<file path="src/sv/bdq_pkg.sv">
// Shared types and constants of the bounded deque with insert.
`default_nettype none

package bdq_pkg;

  // Storage depth; the occupancy, position and limit fields are sized for it
  localparam int unsigned DEPTH  = 16;

  // Fixed field widths
  localparam int unsigned WORD_W = 32;
  localparam int unsigned CAP_W  = 5;
  localparam int unsigned POS_W  = 5;
  localparam int unsigned OCC_W  = 5;
  localparam int unsigned REQ_W  = 3;
  localparam int unsigned STS_W  = 2;

  // Configuration register
  localparam logic [CAP_W-1:0] CAP_RESET = CAP_W'(16);
  localparam logic             REG_CAP   = 1'b0;

  typedef enum logic [REQ_W-1:0] {
    REQ_PUSH_BACK  = 3'd0,
    REQ_PUSH_FRONT = 3'd1,
    REQ_POP_BACK   = 3'd2,
    REQ_POP_FRONT  = 3'd3,
    REQ_CLEAR      = 3'd4,
    REQ_INSERT     = 3'd5
  } req_e;

  typedef enum logic [STS_W-1:0] {
    STS_OK    = 2'd0,
    STS_FULL  = 2'd1,
    STS_EMPTY = 2'd2
  } status_e;

  // What the decoded request does to the queue
  typedef enum logic [3:0] {
    OP_NOP,
    OP_FULL,
    OP_EMPTY,
    OP_CLEAR,
    OP_PUSH_BACK,
    OP_PUSH_FRONT,
    OP_POP_BACK,
    OP_POP_FRONT,
    OP_SHIFT
  } op_kind_e;

  typedef enum logic [2:0] {
    S_IDLE,
    S_DECIDE,
    S_SHIFT_RD,
    S_SHIFT_WR,
    S_INSERT,
    S_DONE
  } ctrl_state_e;

  // Controller to datapath
  typedef struct packed {
    logic latch;
    logic exec;
    logic shift_rd;
    logic shift_wr;
    logic ins_wr;
    logic load_out;
  } cmd_t;

  // Datapath to controller
  typedef struct packed {
    logic is_shift;
    logic shift_more;
    logic slot_free;
  } sts_t;

endpackage

`default_nettype wire

</file>
<file path="src/sv/bdq_if.sv">
// Request and response channel interfaces of the deque.
`default_nettype none

interface bdq_req_if
  import bdq_pkg::*;
();
  logic             valid;
  logic             ready;
  logic [REQ_W-1:0] req_type;
  logic [POS_W-1:0] position;
  logic [WORD_W-1:0] word_in;

  modport source (output valid, output req_type, output position, output word_in,
                  input ready);
  modport sink   (input valid, input req_type, input position, input word_in,
                  output ready);
endinterface

interface bdq_rsp_if
  import bdq_pkg::*;
();
  logic              valid;
  logic              ready;
  logic [WORD_W-1:0] word_out;
  logic              word_valid;
  logic [STS_W-1:0]  status;
  logic [OCC_W-1:0]  occupancy;

  modport source (output valid, output word_out, output word_valid, output status,
                  output occupancy, input ready);
  modport sink   (input valid, input word_out, input word_valid, input status,
                  input occupancy, output ready);
endinterface

`default_nettype wire

</file>
<file path="src/sv/bounded_deque_with_insert.sv">
// Bounded double-ended queue with positional insert: top level.
//
// Requests arrive on the req channel (valid/ready): push back, push front,
// pop back, pop front, clear, or insert at a position from the front. Every
// item gives one result item on the rsp channel carrying the popped word (zero
// when none), a popped flag, a status code and the occupancy after it.
// capacity_limit is written over the APB-style port at address 0; a limit
// above DEPTH acts as DEPTH.
// An item is taken in the idle state, decoded and applied in the decide state,
// and its result is registered in the done state. A middle insert moves each
// entry with a read state then a write state, as the entry store has registered
// read data, and then writes the new word in the insert state.
// The result register holds a finished item while the receiver stalls; the
// block accepts the next request meanwhile and waits before its own result
// until the register is free.
// Reset empties the queue and sets the limit to 16; store contents are left.
`default_nettype none

module bounded_deque_with_insert
  import bdq_pkg::*;
(
  input  wire logic        clk_i,
  input  wire logic        rst_ni,
  bdq_req_if.sink          req,
  bdq_rsp_if.source        rsp,
  input  wire logic        psel,
  input  wire logic        penable,
  input  wire logic        pwrite,
  input  wire logic [2:0]  paddr,
  input  wire logic [31:0] pwdata,
  output logic      [31:0] prdata,
  output logic             pready
);

  logic [CAP_W-1:0] cap_q;
  logic             cap_sel;
  cmd_t             cmd;
  sts_t             sts;

  // Register index is the word address
  assign cap_sel = (paddr[2] == REG_CAP);
  assign pready  = 1'b1;
  assign prdata  = cap_sel ? 32'(cap_q) : '0;

  // Capacity limit register
  always_ff @(posedge clk_i or negedge rst_ni) begin
    if (!rst_ni) begin
      cap_q <= CAP_RESET;
    end else if (psel && penable && pwrite && cap_sel) begin
      cap_q <= pwdata[CAP_W-1:0];
    end
  end

  bdq_ctrl u_ctrl (
    .clk_i      (clk_i),
    .rst_ni     (rst_ni),
    .in_valid_i (req.valid),
    .in_ready_o (req.ready),
    .sts_i      (sts),
    .cmd_o      (cmd)
  );

  bdq_dp u_dp (
    .clk_i        (clk_i),
    .rst_ni       (rst_ni),
    .cap_i        (cap_q),
    .req_type_i   (req.req_type),
    .position_i   (req.position),
    .word_in_i    (req.word_in),
    .cmd_i        (cmd),
    .sts_o        (sts),
    .rsp_ready_i  (rsp.ready),
    .rsp_valid_o  (rsp.valid),
    .word_out_o   (rsp.word_out),
    .word_valid_o (rsp.word_valid),
    .status_o     (rsp.status),
    .occupancy_o  (rsp.occupancy)
  );

endmodule

`default_nettype wire

</file>
<file path="src/sv/bdq_ram.sv">
// Entry store: one write port, one read port with registered read data.
`default_nettype none

module bdq_ram
  import bdq_pkg::*;
#(
  parameter int unsigned DEPTH  = 16,
  parameter int unsigned ADDR_W = 4
) (
  input  wire logic              clk_i,
  input  wire logic              we_i,
  input  wire logic [ADDR_W-1:0] waddr_i,
  input  wire logic [WORD_W-1:0] wdata_i,
  input  wire logic              re_i,
  input  wire logic [ADDR_W-1:0] raddr_i,
  output logic      [WORD_W-1:0] rdata_o
);

  logic [WORD_W-1:0] mem_q [DEPTH];

  // Write port
  always_ff @(posedge clk_i) begin
    if (we_i) begin
      mem_q[waddr_i] <= wdata_i;
    end
  end

  // Read port, data held until the next read
  always_ff @(posedge clk_i) begin
    if (re_i) begin
      rdata_o <= mem_q[raddr_i];
    end
  end

endmodule

`default_nettype wire

</file>
<file path="src/sv/bdq_dp.sv">
// Datapath: request registers, ring pointers, entry store and result register.
`default_nettype none

module bdq_dp
  import bdq_pkg::*;
(
  input  wire logic              clk_i,
  input  wire logic              rst_ni,
  input  wire logic [CAP_W-1:0]  cap_i,
  input  wire logic [REQ_W-1:0]  req_type_i,
  input  wire logic [POS_W-1:0]  position_i,
  input  wire logic [WORD_W-1:0] word_in_i,
  input  wire cmd_t              cmd_i,
  output sts_t                   sts_o,
  input  wire logic              rsp_ready_i,
  output logic                   rsp_valid_o,
  output logic      [WORD_W-1:0] word_out_o,
  output logic                   word_valid_o,
  output logic      [STS_W-1:0]  status_o,
  output logic      [OCC_W-1:0]  occupancy_o
);

  localparam int unsigned ADDR_W = $clog2(DEPTH);
  localparam int unsigned CNT_W  = $clog2(DEPTH + 1);
  localparam int unsigned CMP_A  = (CNT_W > CAP_W) ? CNT_W : CAP_W;
  localparam int unsigned CMP_W  = (CMP_A > POS_W) ? CMP_A : POS_W;

  // Ring slot of an offset from the head
  function automatic logic [ADDR_W-1:0] slot(input logic [ADDR_W-1:0] h,
                                             input logic [CNT_W-1:0]  off);
    logic [CNT_W:0] sum;
    sum = (CNT_W+1)'(h) + (CNT_W+1)'(off);
    if (sum >= (CNT_W+1)'(DEPTH)) begin
      sum = sum - (CNT_W+1)'(DEPTH);
    end
    return sum[ADDR_W-1:0];
  endfunction

  req_e              req_q;
  logic [POS_W-1:0]  pos_q;
  logic [WORD_W-1:0] word_q;
  logic [ADDR_W-1:0] head_q, head_d;
  logic [CNT_W-1:0]  count_q, count_d;
  logic [CNT_W-1:0]  k_q, k_d;
  status_e           st_q, st_d;
  logic              pop_q, pop_d;
  logic              out_valid_q;

  logic [CMP_W-1:0]  count_x, cap_x, pos_x, kdec_x;
  logic              at_limit;
  op_kind_e          op;

  logic              we, re;
  logic [ADDR_W-1:0] waddr, raddr;
  logic [WORD_W-1:0] wdata, rdata;

  // Compare operands at one common width
  assign count_x  = CMP_W'(count_q);
  assign cap_x    = CMP_W'(cap_i);
  assign pos_x    = CMP_W'(pos_q);
  assign kdec_x   = CMP_W'(k_q - CNT_W'(1));
  assign at_limit = (count_x >= cap_x) || (count_q == CNT_W'(DEPTH));

  // Classify the held request
  always_comb begin
    op = OP_NOP;
    unique case (req_q)
      REQ_PUSH_BACK:  op = at_limit ? OP_FULL : OP_PUSH_BACK;
      REQ_PUSH_FRONT: op = at_limit ? OP_FULL : OP_PUSH_FRONT;
      REQ_INSERT: begin
        priority if (at_limit)           op = OP_FULL;
        else if (pos_x >= count_x)       op = OP_PUSH_BACK;
        else if (pos_x == '0)            op = OP_PUSH_FRONT;
        else                             op = OP_SHIFT;
      end
      REQ_POP_BACK:   op = (count_q == '0) ? OP_EMPTY : OP_POP_BACK;
      REQ_POP_FRONT:  op = (count_q == '0) ? OP_EMPTY : OP_POP_FRONT;
      REQ_CLEAR:      op = OP_CLEAR;
      default:        op = OP_NOP;
    endcase
  end

  // Pointer, store and status updates
  always_comb begin
    head_d  = head_q;
    count_d = count_q;
    k_d     = k_q;
    st_d    = st_q;
    pop_d   = pop_q;
    we      = 1'b0;
    waddr   = slot(head_q, count_q);
    wdata   = word_q;
    re      = 1'b0;
    raddr   = slot(head_q, k_q - CNT_W'(1));

    if (cmd_i.exec) begin
      st_d  = STS_OK;
      pop_d = 1'b0;
      unique case (op)
        OP_FULL:  st_d = STS_FULL;
        OP_EMPTY: st_d = STS_EMPTY;
        OP_CLEAR: count_d = '0;
        OP_PUSH_BACK: begin
          we      = 1'b1;
          count_d = count_q + CNT_W'(1);
        end
        OP_PUSH_FRONT: begin
          head_d  = (head_q == '0) ? ADDR_W'(DEPTH - 1) : head_q - ADDR_W'(1);
          we      = 1'b1;
          waddr   = head_d;
          count_d = count_q + CNT_W'(1);
        end
        OP_POP_BACK: begin
          re      = 1'b1;
          raddr   = slot(head_q, count_q - CNT_W'(1));
          pop_d   = 1'b1;
          count_d = count_q - CNT_W'(1);
        end
        OP_POP_FRONT: begin
          re      = 1'b1;
          raddr   = head_q;
          pop_d   = 1'b1;
          head_d  = slot(head_q, CNT_W'(1));
          count_d = count_q - CNT_W'(1);
        end
        OP_SHIFT: k_d = count_q;
        default: ;
      endcase
    end

    // Move one entry back by one slot
    if (cmd_i.shift_rd) begin
      re = 1'b1;
    end
    if (cmd_i.shift_wr) begin
      we    = 1'b1;
      waddr = slot(head_q, k_q);
      wdata = rdata;
      k_d   = k_q - CNT_W'(1);
    end

    // Drop the new word into the opened slot
    if (cmd_i.ins_wr) begin
      we      = 1'b1;
      waddr   = slot(head_q, pos_x[CNT_W-1:0]);
      count_d = count_q + CNT_W'(1);
    end
  end

  bdq_ram #(
    .DEPTH  (DEPTH),
    .ADDR_W (ADDR_W)
  ) u_ram (
    .clk_i   (clk_i),
    .we_i    (we),
    .waddr_i (waddr),
    .wdata_i (wdata),
    .re_i    (re),
    .raddr_i (raddr),
    .rdata_o (rdata)
  );

  // Capture the accepted item
  always_ff @(posedge clk_i) begin
    if (cmd_i.latch) begin
      req_q  <= req_e'(req_type_i);
      pos_q  <= position_i;
      word_q <= word_in_i;
    end
    k_q   <= k_d;
    st_q  <= st_d;
    pop_q <= pop_d;
  end

  // Queue pointers
  always_ff @(posedge clk_i or negedge rst_ni) begin
    if (!rst_ni) begin
      head_q  <= '0;
      count_q <= '0;
    end else begin
      head_q  <= head_d;
      count_q <= count_d;
    end
  end

  // Result register: hold until taken
  always_ff @(posedge clk_i or negedge rst_ni) begin
    if (!rst_ni) begin
      out_valid_q <= 1'b0;
    end else if (cmd_i.load_out) begin
      out_valid_q <= 1'b1;
    end else if (rsp_ready_i) begin
      out_valid_q <= 1'b0;
    end
  end

  always_ff @(posedge clk_i) begin
    if (cmd_i.load_out) begin
      word_out_o   <= pop_q ? rdata : '0;
      word_valid_o <= pop_q;
      status_o     <= st_q;
      occupancy_o  <= count_x[OCC_W-1:0];
    end
  end

  assign rsp_valid_o      = out_valid_q;
  assign sts_o.is_shift   = (op == OP_SHIFT);
  assign sts_o.shift_more = (kdec_x > pos_x);
  assign sts_o.slot_free  = !out_valid_q || rsp_ready_i;

endmodule

`default_nettype wire

</file>
<file path="src/sv/bdq_ctrl.sv">
// Controller: sequences decode, entry shifting and result hand-off.
`default_nettype none

module bdq_ctrl
  import bdq_pkg::*;
(
  input  wire logic clk_i,
  input  wire logic rst_ni,
  input  wire logic in_valid_i,
  output logic      in_ready_o,
  input  wire sts_t sts_i,
  output cmd_t      cmd_o
);

  ctrl_state_e state_q, state_d;

  // Next state
  always_comb begin
    state_d = state_q;
    unique case (state_q)
      S_IDLE:     if (in_valid_i) state_d = S_DECIDE;
      S_DECIDE:   state_d = sts_i.is_shift ? S_SHIFT_RD : S_DONE;
      S_SHIFT_RD: state_d = S_SHIFT_WR;
      S_SHIFT_WR: state_d = sts_i.shift_more ? S_SHIFT_RD : S_INSERT;
      S_INSERT:   state_d = S_DONE;
      S_DONE:     if (sts_i.slot_free) state_d = S_IDLE;
      default:    state_d = S_IDLE;
    endcase
  end

  // Commands
  always_comb begin
    cmd_o      = '0;
    in_ready_o = 1'b0;
    unique case (state_q)
      S_IDLE: begin
        in_ready_o  = 1'b1;
        cmd_o.latch = in_valid_i;
      end
      S_DECIDE:   cmd_o.exec     = 1'b1;
      S_SHIFT_RD: cmd_o.shift_rd = 1'b1;
      S_SHIFT_WR: cmd_o.shift_wr = 1'b1;
      S_INSERT:   cmd_o.ins_wr   = 1'b1;
      S_DONE:     cmd_o.load_out = sts_i.slot_free;
      default: ;
    endcase
  end

  always_ff @(posedge clk_i or negedge rst_ni) begin
    if (!rst_ni) begin
      state_q <= S_IDLE;
    end else begin
      state_q <= state_d;
    end
  end

endmodule

`default_nettype wire

</file>
<file path="src/flat_wrapper.sv">
// flat-port wrapper written by rule: the top's interface ports become plain ports
module bounded_deque_with_insert_flat import bdq_pkg::*;
  (clk_i, rst_ni, psel, penable, pwrite, paddr, pwdata, prdata, pready, req_valid, req_req_type, req_position, req_word_in, req_ready, rsp_valid, rsp_word_out, rsp_word_valid, rsp_status, rsp_occupancy, rsp_ready);
  bdq_req_if req_i ();
  bdq_rsp_if rsp_i ();
  input  wire logic clk_i;
  input  wire logic rst_ni;
  input  wire logic psel;
  input  wire logic penable;
  input  wire logic pwrite;
  input  wire logic [2:0] paddr;
  input  wire logic [31:0] pwdata;
  output logic      [31:0] prdata;
  output logic pready;
  input wire logic [$bits(req_i.valid)-1:0] req_valid;
  input wire logic [$bits(req_i.req_type)-1:0] req_req_type;
  input wire logic [$bits(req_i.position)-1:0] req_position;
  input wire logic [$bits(req_i.word_in)-1:0] req_word_in;
  output wire logic [$bits(req_i.ready)-1:0] req_ready;
  output wire logic [$bits(rsp_i.valid)-1:0] rsp_valid;
  output wire logic [$bits(rsp_i.word_out)-1:0] rsp_word_out;
  output wire logic [$bits(rsp_i.word_valid)-1:0] rsp_word_valid;
  output wire logic [$bits(rsp_i.status)-1:0] rsp_status;
  output wire logic [$bits(rsp_i.occupancy)-1:0] rsp_occupancy;
  input wire logic [$bits(rsp_i.ready)-1:0] rsp_ready;
  assign req_i.valid = req_valid;
  assign req_i.req_type = req_req_type;
  assign req_i.position = req_position;
  assign req_i.word_in = req_word_in;
  assign req_ready = req_i.ready;
  assign rsp_valid = rsp_i.valid;
  assign rsp_word_out = rsp_i.word_out;
  assign rsp_word_valid = rsp_i.word_valid;
  assign rsp_status = rsp_i.status;
  assign rsp_occupancy = rsp_i.occupancy;
  assign rsp_i.ready = rsp_ready;
  bounded_deque_with_insert u_core (.clk_i(clk_i), .rst_ni(rst_ni), .req(req_i), .rsp(rsp_i), .psel(psel), .penable(penable), .pwrite(pwrite), .paddr(paddr), .pwdata(pwdata), .prdata(prdata), .pready(pready));
endmodule
</file>
<file path="config.mk">
export PLATFORM = sky130hd
export DESIGN_NAME = bounded_deque_with_insert_flat
export DESIGN_NICKNAME = d
export VERILOG_FILES = /design/src/sv/bdq_pkg.sv /design/src/sv/bdq_if.sv /design/src/sv/bounded_deque_with_insert.sv /design/src/sv/bdq_ram.sv /design/src/sv/bdq_dp.sv /design/src/sv/bdq_ctrl.sv /design/src/flat_wrapper.sv
export SDC_FILE = /design/constraint.sdc
export NUM_CORES = 1
export LEC_CHECK = 0
export BUFFER_PORTS_ARGS = -buffer_cell sky130_fd_sc_hd__buf_2
export CAP_MARGIN = 40
export CORE_ASPECT_RATIO = 1.4
export CORE_MARGIN = 5
export CORE_UTILIZATION = 40
export CTS_BUF_LIST = sky130_fd_sc_hd__clkbuf_4
export CTS_CLUSTER_DIAMETER = 30
export CTS_CLUSTER_SIZE = 30
export DETAILED_ROUTE_END_ITERATION = 7
export GPL_ROUTABILITY_DRIVEN = 1
export SLEW_MARGIN = 25
export SYNTH_ARGS = -nofsm -noshare
export SYNTH_HDL_FRONTEND = slang
export SYNTH_SLANG_ARGS = --single-unit
</file>
<file path="constraint.sdc">
create_clock -name clk_i -period 5.6 [get_ports clk_i]
set_clock_uncertainty 0.1 [all_clocks]
set_input_delay 1.12 -clock clk_i [delete_from_list [all_inputs] [get_ports clk_i]]
set_output_delay 1.12 -clock clk_i [all_outputs]
set_load 0.03 [all_outputs]
</file>
==> out/results.ini <==
[outcome]
status=complete, no violations

[min_path]
min_path_cells=1
hold_path_end=u_core.u_dp.word_q[16]$_DFFE_PP_
hold_start=req_word_in[16]
hold_class=primary input to flop

[route]
antenna_left=0
finalWirelength_mm=59.1
viasPerCell=5.32
drt_iter0_markers=984
drt-pass1-iter-count=6
vias=13900
drc=0
avgRoutedWirePerCell_um=22.6

[grt]
grt_max_degree=78
grt_pass1_wl_mm=89.2
grt_overflow=0
antenna_found_initial=2
grt_pass1_vias=14700
grt_usage_pct=15.9

[clock_network]
post_cts_resized=0
clock_latency_ns=0.87
cts-buffers-inserted=107
cts_max_level=3
cts_sinks=650
clockBufferDepth=3
path_clk_slew_ns=0.10
cts_tree=done
cts-root-buf=clkbuf_4

[yosys]
synthFlopType=edfxtp_1
synth_edf_count=632
synth_seq_cells=650
yosysSeqAreaShare_pct=71.4
synth_largest_area_cell=edfxtp_1
syn_inst=1483
yosys.area.top_type_share_pct=69.7
synth_area_leaders=edfxtp_1 70%, mux2i_1 11%, mux4_2 5.2%
ys_warn_count=0
syn_area_um2=27200
ys_types=67
ys_async_sr_fraction_pct=2.77
syn_area_per_cell_um2=18.4

[critical_path]
ff2ff_path_depth=11
crit_chain=inv_1 > ha_1 > a21o_1 > a31oi_1 > o21ai_0 > o221ai_1 > nand3_1 > a31oi_1 > buf_4 > nor4_2 > buf_4
critical_path_class=flop to flop
endpoint_kind=flop
r2r-start=u_core.u_dp.count_q[2]$_DFFE_PN0P_
rrSetupSlack_ns=0.96
r2r_end=u_core.u_dp.u_ram.mem_q[14][11]$_DFFE_PP_
critPathMaxStageDelay_ns=0.70
startpoint_type=flop
crit_arrival_ns=5.01
cp_max_fo=26
cp.required_ns=5.98
cp_slowest_cell=dfrtp_1

[sta]
setup-violations-final=0
finalCriticalPeriod_ns=4.64
hold_viol_final=0
report.final.slew_viol_count=0
timing.fmax_mhz=216
setup_ws_ns=0.961
finalCritPeriodShare_pct=82.8
grt_setup_unrepaired=no
slew_headroom_pct=47.5
worst_slew_pin_slew_ns=0.779

[power]
p_comb_share_pct=40.1
leakage_nw=11.0
peakVddDrop_mv=0.436
p_int_mw=11.7
finalPower_mw=18.4
pwr-share-seq_pct=38.8
p_switching_mw=6.65
swShare_pct=36.2
power.density_nw_per_um2=597
power.share.clock_pct=21.1

[placed_design]
port_buffers=99
dp_hpwl_mm=32.3
place.gp.congestion=0.881
dp_slack_ns=1.11

[floorplanning]
die_w_um=231
fp.dieH_um=319
fp-row-count=113
dieArea_um2=73500
coreArea_um2=67700
start_util_pct=40.2
io-pin-count=157

[run]
maxCapViolCount=0

[cells_and_area]
fin_util_pct=45.4
layout.nets=1787
drive_gt1_share_pct=26.1
fillers=5790
area_growth_syn_to_layout_pct=13.0

[per-stage QoR]
| stage | hold WS [ns] | TNS, ns | cells | cell area [um2] |
|---|---|---|---|---|
| after floorplan | 0.300 | -180.02 | 1509 | 27400 |
| after global placement | 0.313 | 0 | 2413 | 28900 |
| after detailed placement | 0.322 | 0 | 2415 | 28900 |
| after CTS | 0.164 | 0 | 2614 | 30800 |
| after global routing | 0.204 | 0 | 2615 | 30800 |
| final | 0.318 | 0 | 2615 | 30800 |
[synth_stat cells (4+ instances only)]
| cell type | number |
|---|---|
| edfxtp_1 | 632 |
| mux2i_1 | 296 |
| mux4_2 | 63 |
| mux2_2 | 38 |
| ha_1 | 37 |
| and2_1 | 36 |
| buf_4 | 33 |
| inv_1 | 28 |
| nand2_1 | 24 |
| a21oi_1 | 23 |
| nor2_1 | 23 |
| clkbuf_1 | 20 |
| dfrtp_1 | 17 |
| nor4_1 | 17 |
| o21ai_0 | 17 |
| buf_2 | 15 |
| buf_1 | 13 |
| buf_6 | 12 |
| xnor2_1 | 12 |
| a21o_1 | 9 |
| a31oi_1 | 9 |
| nand3_1 | 8 |
| xor2_1 | 8 |
| nand2b_1 | 7 |
| o21a_1 | 7 |
| nor3_1 | 6 |
| fa_1 | 5 |
| nor2b_1 | 5 |
| o221ai_1 | 5 |
| o22ai_1 | 4 |
[registers in the layout, indices dropped and copies added (netlist names), 3 cells and up]
| register | count |
|---|---|
| u_core.u_dp.u_ram.rdata_o | 32 |
| u_core.u_dp.u_ram.mem_q | 512 |
| u_core.u_dp.head_q | 4 |
| u_core.u_dp.word_out_o | 32 |
| u_core.u_dp.occupancy_o | 5 |
| u_core.u_dp.req_q | 3 |
| u_core.cap_q | 5 |
| u_core.u_dp.word_q | 32 |
| u_core.u_dp.count_q | 5 |
| u_core.u_ctrl.state_q | 3 |
| u_core.u_dp.k_q | 5 |
| u_core.u_dp.pos_q | 5 |
[per-layer routing]
layer  global-route usage, %  part of all wire [%]  up-vias
met5                       0                     0        -
met4                    5.73                   2.4        0
met3                    2.76                   4.2      105
met2                    28.4                    53      335
met1                    19.5                    41     7218
li1                        -                     -     6256
[cells by family after synthesis]
kind of cell,synth area share [%]
compound gates,2.59
xor+xnor,0.643
fa+ha+maj,2.07
buf+inv,2.59
flops,71.4
mux,17.7
other cells,0.0276
simple gates,3.06
[layout by cell type, fill, tap and decap left out, types with 6 or more instances in the layout]
cell        Yosys  layout
mux2_2         38      38
xnor2_1        12      12
clkinv_2        0      12
clkbuf_4        0     116
o21ai_0        17      16
inv_1          28      28
nand3_1         8       8
buf_4          33      32
a31oi_1         9       9
mux4_2         63      63
a21oi_1        23      23
nor2_1         23      22
nor3_1          6       6
bufinv_16       0      20
clkinv_4        0       8
nor4_2          0      11
ha_1           37      37
buf_2          15      99
conb_1          2      28
and2_1         36      35
o21a_1          7       7
dfrtp_1        17      17
xor2_1          8       8
nand2_1        24      24
nand2b_1        7       7
clkinvlp_4      0      13
edfxtp_1      632     632
mux2i_1       296     295
clkinv_1        0      16
buf_12          0       6
a21o_1          9       9
inv_6           0       9
[worst max-delay path, delay by kind of cell, from the launching register on]
family,cells,cell delay [ns]
buffers and inverters,3,1.01
AOI/OAI and AO/OA,5,1.40
and+or+nand+nor,2,0.68
DFF,1,0.70
adders and majority gates,1,0.35
[power by group through the flow]
stage	Clock, mW	Sequential [mW]	Combinational (mW)
final	3.88	7.13	7.37
after detailed placement	0	7.26	7.50
after CTS	4.01	7.15	7.54
after global routing	4.24	7.22	8.00
after global placement	0	7.21	7.31
after floorplan	0	7.32	5.23
[cell type report]
| cell class | instances | area, um2 | area share, % |
|---|---|---|---|
| flip-flops and latches | 650 | 19400 | 63.2 |
| multi-input cells | 736 | 7390 | 24.0 |
| well taps | 862 | 1080 | 3.51 |
| clock inverters | 82 | 990 | 3.22 |
| repair buffers | 139 | 893 | 2.90 |
| clock buffers | 116 | 871 | 2.83 |
| inverters | 29 | 109 | 0.354 |
| diodes | 1 | 2.50 | 0.00814 |
[repair_timing]
action	in CTS	in global routing
buffers inserted	0	0
endpoints found under the setup margin	0	0
endpoints found under the hold margin	9	0
hold buffers	1	0
[how the worst max path moves through the flow]
stage	from	to	slack, ns	cells past startpoint
2_1_floorplan	u_core.u_dp.count_q[0]$_DFFE_PN0P_	u_core.u_dp.u_ram.mem_q[0][0]$_DFFE_PP_	-0.52	10
3_3_place_gp	u_core.u_dp.count_q[0]$_DFFE_PN0P_	u_core.u_dp.u_ram.rdata_o[4]$_DFFE_PP_	1.24	9
3_5_place_dp	u_core.u_dp.count_q[2]$_DFFE_PN0P_	u_core.u_dp.u_ram.mem_q[15][17]$_DFFE_PP_	1.11	10
4_1_cts	u_core.u_dp.count_q[2]$_DFFE_PN0P_	u_core.u_dp.u_ram.mem_q[15][26]$_DFFE_PP_	1.06	10
5_1_grt	u_core.u_dp.count_q[2]$_DFFE_PN0P_	u_core.u_dp.u_ram.mem_q[15][10]$_DFFE_PP_	0.73	10
6_report	u_core.u_dp.count_q[2]$_DFFE_PN0P_	u_core.u_dp.u_ram.mem_q[14][11]$_DFFE_PP_	0.96	11
No activity file was read; power rests on OpenSTA's default activity.
